### config.mk
export PLATFORM = sky130hd
export DESIGN_NAME = uart_rx_fifo_status_regs
export DESIGN_NICKNAME = d
export VERILOG_FILES = /design/src/sv/uartrx_pkg.sv /design/src/sv/uartrx_ram.sv /design/src/sv/uart_rx_fifo_status_regs.sv
export SDC_FILE = /design/constraint.sdc
export NUM_CORES = 2
export LEC_CHECK = 0
export ABC_AREA = 0
export ABC_CLOCK_PERIOD_IN_PS = 4200
export BUFFER_PORTS_ARGS = -buffer_cell sky130_fd_sc_hd__buf_4
export CORE_ASPECT_RATIO = 1.1
export CORE_UTILIZATION = 40
export DETAILED_ROUTE_END_ITERATION = 6
export PLACE_DENSITY = 0.55
export SLEW_MARGIN = 15
export SYNTH_ARGS = -nofsm -noshare
export SYNTH_HDL_FRONTEND = slang
export SYNTH_SLANG_ARGS = --single-unit
### constraint.sdc
create_clock -name clk -period 4.2 [get_ports clk]
set_input_delay 0.63 -clock clk [delete_from_list [all_inputs] [get_ports clk]]
set_output_delay 0.63 -clock clk [all_outputs]
set_load 0.005 [all_outputs]
### src/sv/uartrx_pkg.sv
// ----------------------------------------------------------------------------
// uartrx_pkg
// Shared constants for the UART receive FIFO and status register block.
// ----------------------------------------------------------------------------
package uartrx_pkg;

  // Ring size; holds FIFO_DEPTH-1 bytes at most.
  localparam int unsigned FIFO_DEPTH = 256;
  localparam int unsigned PTR_W      = $clog2(FIFO_DEPTH);
  localparam logic [PTR_W-1:0] PTR_LAST = PTR_W'(FIFO_DEPTH - 1);

  localparam int unsigned BYTE_W = 8;

  // Item operation codes
  localparam logic [1:0] OP_PUSH  = 2'd0;
  localparam logic [1:0] OP_READ  = 2'd1;
  localparam logic [1:0] OP_WRITE = 2'd2;

  localparam logic [7:0] DATA_OFFSET = 8'h8D;
  localparam logic [7:0] EMPTY_READ  = 8'h00;

  // Control bits
  localparam logic [7:0] CTL_TXINTEN  = 8'h80;
  localparam logic [7:0] CTL_RXINTEN  = 8'h40;
  localparam logic [7:0] CTL_RESETERR = 8'h08;

  // Status bits
  localparam logic [7:0] ST_TXRDY   = 8'h80;
  localparam logic [7:0] ST_RXRDY   = 8'h40;
  localparam logic [7:0] ST_TXEMPTY = 8'h20;
  localparam logic [7:0] ST_OVERRUN = 8'h08;

  function automatic logic [PTR_W-1:0] ring_next(input logic [PTR_W-1:0] p);
    ring_next = (p == PTR_LAST) ? '0 : p + PTR_W'(1);
  endfunction

endpackage

### src/sv/uartrx_ram.sv
// ----------------------------------------------------------------------------
// uartrx_ram
// Generic single-write, single-read RAM with registered read data.
// ----------------------------------------------------------------------------
module uartrx_ram #(
  parameter int unsigned WIDTH = 8,
  parameter int unsigned DEPTH = 256
) (
  input  logic                     clk,
  input  logic                     we,
  input  logic [$clog2(DEPTH)-1:0] waddr,
  input  logic [WIDTH-1:0]         wdata,
  input  logic                     re,
  input  logic [$clog2(DEPTH)-1:0] raddr,
  output logic [WIDTH-1:0]         rdata
);

  logic [WIDTH-1:0] mem [DEPTH];
  logic [WIDTH-1:0] rdata_r;

  always_ff @(posedge clk) begin
    if (we) begin
      mem[waddr] <= wdata;
    end
    if (re) begin
      rdata_r <= mem[raddr];
    end
  end

  assign rdata = rdata_r;

endmodule

### src/sv/uart_rx_fifo_status_regs.sv
// ----------------------------------------------------------------------------
// uart_rx_fifo_status_regs
// UART register block: receive ring FIFO, control and status registers.
// ----------------------------------------------------------------------------
// Usage
//   Input channel: a word (in_op, in_reg_offset, in_data_in) is taken at a
//   rising edge with start high and busy low. in_op selects a link byte push,
//   a bus read or a bus write; offset 0x8D is the data register, any other
//   offset the control/status register.
//   Result channel: exactly one result word per input word, shown for one
//   cycle with out_valid high. The receiver cannot hold results off.
//   Latency: the result appears in the cycle after the accepting edge.
//   Throughput: one word per cycle. The receive store is a RAM with a
//   registered read port; a pop reads it at the accepting edge and the byte
//   is routed to out_read_data straight from the RAM output, so no extra
//   cycle is needed. A push and a later pop of the same slot are always in
//   different cycles, and the write lands before the read, so no forwarding
//   path is needed. busy therefore stays low.
//   Reset: pointers, control register and overrun flag clear synchronously; the
//   RAM itself is not cleared (only written slots are ever read).
// ----------------------------------------------------------------------------
module uart_rx_fifo_status_regs
  import uartrx_pkg::*;
(
  input  logic              clk,
  input  logic              rst_n,
  input  logic              start,
  output logic              busy,
  input  logic [1:0]        in_op,
  input  logic [7:0]        in_reg_offset,
  input  logic [BYTE_W-1:0] in_data_in,
  output logic              out_valid,
  output logic [BYTE_W-1:0] out_read_data,
  output logic              out_tx_valid,
  output logic [BYTE_W-1:0] out_tx_byte,
  output logic              out_irq_pulse
);

  // Architectural state
  logic [PTR_W-1:0]  rd_ptr_r, rd_ptr_nxt;
  logic [PTR_W-1:0]  wr_ptr_r, wr_ptr_nxt;
  logic [7:0]        ctrl_r, ctrl_nxt;
  logic              ovr_r, ovr_nxt;

  // Result registers
  logic              vld_r;
  logic              pop_r, pop_nxt;
  logic [BYTE_W-1:0] rdat_r, rdat_nxt;
  logic              txv_r, txv_nxt;
  logic [BYTE_W-1:0] txb_r, txb_nxt;
  logic              irq_r, irq_nxt;

  // RAM side
  logic              ram_we, ram_re;
  logic [BYTE_W-1:0] ram_q;

  logic              accept;
  logic              has_data;
  logic              is_data;
  logic [PTR_W-1:0]  wr_next, rd_next;

  assign busy     = 1'b0;
  assign accept   = start && !busy;
  assign has_data = (rd_ptr_r != wr_ptr_r);
  assign is_data  = (in_reg_offset == DATA_OFFSET);
  assign wr_next  = ring_next(wr_ptr_r);
  assign rd_next  = ring_next(rd_ptr_r);

  always_comb begin
    rd_ptr_nxt = rd_ptr_r;
    wr_ptr_nxt = wr_ptr_r;
    ctrl_nxt   = ctrl_r;
    ovr_nxt    = ovr_r;
    pop_nxt    = 1'b0;
    rdat_nxt   = '0;
    txv_nxt    = 1'b0;
    txb_nxt    = '0;
    irq_nxt    = 1'b0;
    ram_we     = 1'b0;
    ram_re     = 1'b0;
    if (accept) begin
      case (in_op)
        OP_PUSH: begin
          if (wr_next == rd_ptr_r) begin
            ovr_nxt = 1'b1;                    // full: drop the byte
          end else begin
            ram_we     = 1'b1;
            wr_ptr_nxt = wr_next;
            irq_nxt    = |(ctrl_r & CTL_RXINTEN);
          end
        end
        OP_READ: begin
          if (is_data) begin
            if (has_data) begin
              ram_re     = 1'b1;
              pop_nxt    = 1'b1;
              rd_ptr_nxt = rd_next;
              irq_nxt    = (rd_next != wr_ptr_r) && |(ctrl_r & CTL_RXINTEN);
            end else begin
              rdat_nxt = EMPTY_READ;
            end
          end else begin
            rdat_nxt = ST_TXRDY | ST_TXEMPTY
                     | (has_data ? ST_RXRDY : 8'h00)
                     | (ovr_r ? ST_OVERRUN : 8'h00);
          end
        end
        OP_WRITE: begin
          if (is_data) begin
            txv_nxt = 1'b1;
            txb_nxt = in_data_in;
            irq_nxt = |(ctrl_r & CTL_TXINTEN);
          end else begin
            ctrl_nxt = in_data_in;
            if (|(in_data_in & CTL_RESETERR)) begin
              ovr_nxt = 1'b0;
            end
            irq_nxt = has_data && |(in_data_in & CTL_RXINTEN);
          end
        end
        default: begin
          // unused code: no effect, all-zero result
        end
      endcase
    end
  end

  always_ff @(posedge clk) begin
    if (!rst_n) begin
      rd_ptr_r <= '0;
      wr_ptr_r <= '0;
      ctrl_r   <= '0;
      ovr_r    <= 1'b0;
      vld_r    <= 1'b0;
      pop_r    <= 1'b0;
    end else begin
      rd_ptr_r <= rd_ptr_nxt;
      wr_ptr_r <= wr_ptr_nxt;
      ctrl_r   <= ctrl_nxt;
      ovr_r    <= ovr_nxt;
      vld_r    <= accept;
      pop_r    <= pop_nxt;
    end
  end

  // Payload registers, no reset needed
  always_ff @(posedge clk) begin
    rdat_r <= rdat_nxt;
    txv_r  <= txv_nxt;
    txb_r  <= txb_nxt;
    irq_r  <= irq_nxt;
  end

  // Receive store
  uartrx_ram #(
    .WIDTH (BYTE_W),
    .DEPTH (FIFO_DEPTH)
  ) u_store (
    .clk   (clk),
    .we    (ram_we),
    .waddr (wr_ptr_r),
    .wdata (in_data_in),
    .re    (ram_re),
    .raddr (rd_ptr_r),
    .rdata (ram_q)
  );

  assign out_valid     = vld_r;
  assign out_read_data = pop_r ? ram_q : rdat_r;
  assign out_tx_valid  = vld_r && txv_r;
  assign out_tx_byte   = vld_r ? txb_r : '0;
  assign out_irq_pulse = vld_r && irq_r;

  // Checks
  a_one_result: assert property (@(posedge clk) disable iff (!rst_n)
    accept |=> out_valid)
    else $error("accepted word produced no result");

  a_pop_is_result: assert property (@(posedge clk) disable iff (!rst_n)
    pop_r |-> vld_r)
    else $error("pop data presented without a result strobe");

  a_full_drop: assert property (@(posedge clk) disable iff (!rst_n)
    (accept && in_op == OP_PUSH && wr_next == rd_ptr_r) |=>
      ($stable(wr_ptr_r) && ovr_r))
    else $error("push onto full ring moved the write pointer");

  a_tx_no_read: assert property (@(posedge clk) disable iff (!rst_n)
    out_tx_valid |-> (!pop_r && out_read_data == '0))
    else $error("transmit result carries read data");

  a_no_ram_clash: assert property (@(posedge clk) disable iff (!rst_n)
    !(ram_we && ram_re))
    else $error("RAM written and read in the same cycle");

endmodule

==> Word-level counts from Yosys, hierarchy flattened <==
Memory sizes are Yosys's and may differ from the RTL's. A register that Yosys moved wholly into a read port is not among the register bits.
Cells that the tools add are included.
{ "totals": {"elab_cells": 67, "n_memories": 1, "out_inout_bits": 20, "mem_bits_rw": 2048, "register_bits": 45, "in_bits": 21} }
{ "mem_list": {"columns": ["name", "depth", "word_bits", "rd", "rd_ports_with_merged_regs", "wr", "line", "text"], "rows": [
  ["u_store.mem", 256, 8, 1, 1, 1, "uartrx_ram.sv:18", "logic [WIDTH-1:0] mem [DEPTH];"]
]} }
{ "op_classes": {"eq_ne": 11, "n_bitwise": 5, "add_sub_neg": 2, "muxes": 25, "reduce_logical": 13} }
{ "op_table": {"columns": ["operator", "n"], "rows": [
  ["$mux 8", 4],
  ["$eq 8x8->1 const B", 3],
  ["$mux 1", 17],
  ["$add 8x1->8 const B", 2],
  ["$ne 8x8->1", 2],
  ["$reduce_and 3->1", 3],
  ["$eq 8x8->1", 1],
  ["$or 8x4->8", 1],
  ["$mux 7", 1],
  ["$ne 2x2->1 const B", 3],
  ["$reduce_and 5->1", 1],
  ["$logic_and 1x1->1", 4],
  ["$mux 4", 1],
  ["$not 1->1", 4],
  ["$reduce_and 4->1", 1],
  ["$pmux 1 s3", 1],
  ["$reduce_or 3->1", 1],
  ["$eq 2x1->1 const B", 1],
  ["$eq 2x2->1 const B", 1],
  ["$logic_not 2->1", 1],
  ["$pmux 1 s2", 1],
  ["$reduce_and 2->1", 1],
  ["$reduce_bool 2->1", 1]
]} }

==> Longest topological paths before layout <==
{ "logic_depth": {"word_depth": 8, "depth_mapped": 13, "ltp_nobuf": 8} }

==> Hierarchy <==
Synthesis repeated with hierarchy kept, for this count alone.
{ "unflattened": {"cells_unflattened": 4024, "area_unflattened_um2": 81934.8} }
{ "by_module_without_submodules": {"columns": ["module", "instances", "cells_each", "seq_area_each_um2", "area_each_um2"], "rows": [
  ["uartrx_ram", 1, 3733, 61739.2, 79636.4],
  ["uart_rx_fifo_status_regs", 1, 291, 680.7, 2298.5]
]} }

==> Worst setup path before layout <==
No wires, ideal clock.
{ "synth_timing": {"path_kind": "flip-flop to flip-flop", "from": "register wr_ptr_r[1]", "to": "memory u_store.mem[221][0] (enable)", "period_less_slack_ns": 3.072, "path_slack_ns": 1.128, "arrival_time_ns": 2.701, "t_required_ns": 3.830, "path_buffers": 3, "setup_time_ns": 0.370, "stages_incl_launch_ff": 12, "path_cell_list": "dfxtp_1 ha_1 nand3_1 buf_2 o21ai_0 xor2_1 o2111a_1 a21oi_2 buf_4 nand4_2 buf_4 nor2_1"} }
{ "synth_between": {"elab_chain_len": 8, "elab_cells_between_ends": 9, "cone_classes": "add/sub (1); eq/ne (2); mux (6)"} }
{ "synth_rtl": {"columns": ["element", "line", "text"], "rows": [
  ["from (decl)", "uart_rx_fifo_status_regs.sv:41", "logic [PTR_W-1:0] wr_ptr_r, wr_ptr_nxt;"],
  ["from (signal assigned)", "uart_rx_fifo_status_regs.sv:138", "wr_ptr_r <= wr_ptr_nxt;"],
  ["$add 8x1->8 or $eq 8x8->1 (tied branches)", "uartrx_pkg.sv:34", "ring_next = (p == PTR_LAST) ? '0 : p + PTR_W'(1);"],
  ["$mux 8", "uartrx_pkg.sv:34", null],
  ["$eq 8x8->1", "uart_rx_fifo_status_regs.sv:84", "if (wr_next == rd_ptr_r) begin"],
  ["$mux 1", "uart_rx_fifo_status_regs.sv:84", null],
  ["$mux 1", "uart_rx_fifo_status_regs.sv:82", "case (in_op)"],
  ["$mux 1", "uart_rx_fifo_status_regs.sv:81", "if (accept) begin"],
  ["$mux 1", "uartrx_ram.sv:22", "if (we) begin"],
  ["$mux 1 (not written as such)", "uartrx_ram.sv:23", "mem[waddr] <= wdata;"],
  ["to (decl)", "uartrx_ram.sv:18", null]
]} }
Parallel ways exist; a longest one is shown, timed or not.

==> Final worst setup path <==
{ "layout_timing": {"from": "register rd_ptr_r[2]", "to": "register u_store.rdata_r[2], in the netlist u_store.rdata[2], read port of u_store.mem (data pin)"} }
{ "layout_between": {"elab_chain_len": 5} }
{ "layout_rtl": {"columns": ["element", "line", "text"], "rows": [
  ["from (decl)", "uart_rx_fifo_status_regs.sv:40", "logic [PTR_W-1:0] rd_ptr_r, rd_ptr_nxt;"],
  ["from (signal assigned)", "uart_rx_fifo_status_regs.sv:137", "rd_ptr_r <= rd_ptr_nxt;"],
  ["$ne 8x8->1", "uart_rx_fifo_status_regs.sv:64", "assign has_data = (rd_ptr_r != wr_ptr_r);"],
  ["$mux 1", "uart_rx_fifo_status_regs.sv:94", "if (has_data) begin"],
  ["$mux 1", "uart_rx_fifo_status_regs.sv:93", "if (is_data) begin"],
  ["$mux 1", null, null],
  ["$mux 1", "uart_rx_fifo_status_regs.sv:81", null],
  ["to (decl)", "uartrx_ram.sv:19", "logic [WIDTH-1:0] rdata_r;"]
]} }
Parallel ways exist; a longest one is shown, timed or not.
A chain may end at the register's enable or synchronous reset.

==> reports/qor.csv <==
metric;value;unit
areaGrowthSynthToFinish;14.1;%
maxUsedRoutingLayer;met5;
r2r_cells;9;
met2RoutedLength;113;mm
filler_cell_count;17000;
timing.critical_path.required;4.88;ns
cap_viol_max_count;0;
synth-async-reset-ratio;0;%
fmax;252;MHz
drtPass1Iterations;5;
power.switching_fraction;20.4;%
dp_slack;0.303;ns
min_period_over_period;94.4;%
synth_compound_gate_area_share;3.35;%
fin_tns_setup;0;ns
vdd_ir_drop_max;0.454;mV
die_h;476;µm
cts-hold-fix-buffers;0;
met1_routed_length;92.9;mm
grt_antenna_before_repair;7;
worst_hold_slack;0.0747;ns
final.setup.worst_slack;0.235;ns
timing.setup.critical_path_class;reg -> reg;
ffs_latches_synth;2090;
r2r_startpoint;rd_ptr_r[2];
fp-row-count;173;
core_area;203000;µm²
cts-root-buf;clkbuf_16;
main_combinational_cell_family_by_area_after_synthesis;multiplexers;
dr_wl_met3;16.7;mm
skew;0.0664;ns
synthMuxAreaShare;15.2;%
combinational_group_share_of_total_power;1.2;%
dpl.cell_count;6722;
leakage;28.2;nW
hold_viol_final;0;
mapped_cell_area;81700;µm²
tritoncts.num_buffers;206;
clock_sinks;2090;
detailed_place_hpwl;146;mm
endpoint;u_store.rdata[2];
post_cts_buffers;0;
critPathLaunch;rd_ptr_r[2];
grt_use_total;22.5;%
drt-total-wl;231;mm
synth.net_count;3975;
number_of_non_filler_instances_in_the_completed_layout;7104;
post_drt_wl_per_cell;32.6;µm
pwr_density_cell;441;nW/µm²
pin_count;41;
mostFrequentLayoutCell;edfxtp_1;
setup-violations-final;0;
port_buffers;39;
run_status;completed;
timing.critical_path.fanout_max;30;
cts-root-to-sink-buffers;3;
clk_transition_reported_paths;0.07;ns
adder_cell_share_of_the_synthesized_area;0.0765;%
ys_types;81;
largest_net_degree_at_the_start_of_global_routing;136;
worstSetupEndpointType;flop;
final.min_clock_period;3.97;ns
synth_xor_area_share;0.214;%
tightest_slew;1.16;ns
layout-drive-gt1-share;25.1;%
final_cell_mix;2056 x edfxtp_1, 469 x mux4_2, 309 x nor2_1;
seqPwrFrac;55.6;%
power_switching;8.40;mW
yosysWarnings;0;
tritoncts;built;
netlist_instances;3949;
drcViolationCount;0;
worst_r2r_endpoint;u_store.rdata[2];
most_common_flop_cell_mapped_by_yosys;edfxtp_1;
rel_slew_slack;22.4;%
worstSetupStartpointType;flop;
hp-class;in -> reg;
count_of_flip_flops_with_a_built_in_enable_after_synthesis;2056;
post_layout_utilization_of_the_core;46.0;%
globalplace.congestion;0.865;
insertion_delay;0.86;ns
clockPowerShare;43.2;%
unrepaired_setup_endpoints_after_global_routing;false;
reg2reg_setup_slack;0.23;ns
via_count;41200;
drtIter0Drc;4701;
avgViaCountPerCell;5.80;
route.antenna.remaining_nets;0;
synth.yosys.seq_area_share;76.4;%
globalRouteOverflowTotal;0;
syn_avg_cell_area;20.7;µm²
vias_in_the_first_global_route;41700;
die-area;206000;µm²
dieWidth;433;µm
initial_cell_density_of_the_core;40.3;%
slew_viol_final;0;
post_synth_and_or_nand_nor_area_fraction;3.03;%
final_nets;4244;
cts.htree.levels;4;
first_pass_grt_wire_length;326;mm
cp_data_arrival_time;4.65;ns
pint;32.7;mW
[Yosys cell counts (all sizes together) (3+ instances only)]
cell / n / area, µm²
clkbuf: 80 / 304
o21ai: 52 / 260
a211o: 4 / 35.0
buf: 164 / 1070
nor3b: 4 / 30.0
nand2: 83 / 314
or3: 8 / 50.1
dfxtp: 34 / 681
a22o: 14 / 123
inv: 13 / 48.8
nand2b: 4 / 25.0
nor4: 4 / 25.0
o221ai: 9 / 78.8
mux4: 478 / 10800
mux2i: 158 / 1580
nor2: 312 / 1170
a32oi: 3 / 26.3
ha: 5 / 62.6
o22ai: 29 / 181
a2111oi: 6 / 71.3
xnor2: 9 / 78.8
o21a: 4 / 30.0
nor3: 15 / 75.1
nand3: 35 / 220
a31oi: 5 / 31.3
nand3b: 5 / 37.5
edfxtp: 2056 / 61700
o2111ai: 8 / 70.1
nor2b: 15 / 93.8
o31ai: 5 / 37.5
mux2: 4 / 45.0
o22a: 4 / 35.0
a211oi: 32 / 245
and2: 32 / 200
a21oi: 63 / 319
a221oi: 30 / 263
nor4b: 3 / 26.3
nand4: 10 / 75.1
o211ai: 12 / 90.1
a22oi: 85 / 638
or3b: 3 / 26.3
and3: 6 / 37.5
a21boi: 3 / 22.5
xor2: 11 / 96.3
[kinds of logic (layout without fill, tap and decap cells)]
group | after synthesis | in the layout
flops | 2090 | 2090
mux | 640 | 640
simple gates | 547 | 547
compound gates | 388 | 388
buf+inv | 258 | 699
xor+xnor | 20 | 20
fa+ha+maj | 5 | 5
other cells | 1 | 3
[worst min path at each step]
stage / from / end / slack, ns / depth (start not counted)
after global routing: rst_n / wr_ptr_r[3] / 0.06 / 2
after CTS: start / out_valid / 0.002 / 2
after detailed placement: ovr_r / rdat_r[3] / 0.44 / 1
after global placement: ovr_r / rdat_r[3] / 0.44 / 1
after floorplan: ovr_r / rdat_r[3] / 0.43 / 1
final: start / out_valid / 0.07 / 2
[worst max-delay path: stages, from the launching register on]
cell and delay (ns):
dfxtp_4 0.75, inv_6 0.35, nor2_4 0.24, buf_12 0.29, buf_4 0.32, a22o_1 0.23
a221oi_1 0.08, a221oi_1 0.88, a21oi_1 0.27, o31ai_1 0.27
[area by class of cell]
| type | count | area, µm² | share of cell area (%) |
|---|---|---|---|
| multi-input cells | 1601 | 17900 | 19.2 |
| well taps | 2712 | 3390 | 3.64 |
| diodes | 2 | 5.00 | 0.00537 |
| flip-flops and latches | 2090 | 62400 | 66.9 |
| clock inverters | 126 | 1070 | 1.15 |
| inverters | 14 | 57.6 | 0.0617 |
| clock buffers | 254 | 5400 | 5.79 |
| repair buffers | 305 | 2980 | 3.20 |
[power groups by stage]
stage	clock network [mW]	logic, mW	registers (mW)
after floorplan	0	0.0389	23.3
after global placement	0	0.495	23.3
after detailed placement	0	0.506	23.3
after CTS	18.0	0.504	22.9
after global routing	18.8	0.526	22.9
final	17.8	0.490	22.9
[registers in the layout, summed over array words and instances (netlist names)]
name / cells
u_store.mem: 2048
rd_ptr_r: 8
txb_r: 8
u_store.rdata: 8
wr_ptr_r: 8
rdat_r: 3
ctrl_r: 2
irq_r: 1
out_valid: 1
ovr_r: 1
pop_r: 1
txv_r: 1
[what timing repair did]
| item | in CTS | in global routing |
|---|---|---|
| resized for setup | 0 | 1 |
| setup endpoints to repair | 0 | 1 |
| endpoints found under the hold margin | 0 | 0 |
[through the flow]
| step | area, µm² | power (mW) |
|---|---|---|
| after detailed placement | 86800 | 23.8 |
| after global routing | 93300 | 42.2 |
| after CTS | 93300 | 41.4 |
| final | 93300 | 41.2 |
| after global placement | 86800 | 23.8 |
| after floorplan | 81700 | 23.4 |
[layer usage]
metal	vias up	GRT usage, %
li1	17000	-
met1	22200	30.2
met2	1713	36.5
met3	368	4.29
met4	2	7.98
met5	-	0
Note: power is estimated with default switching activity, not from simulation.
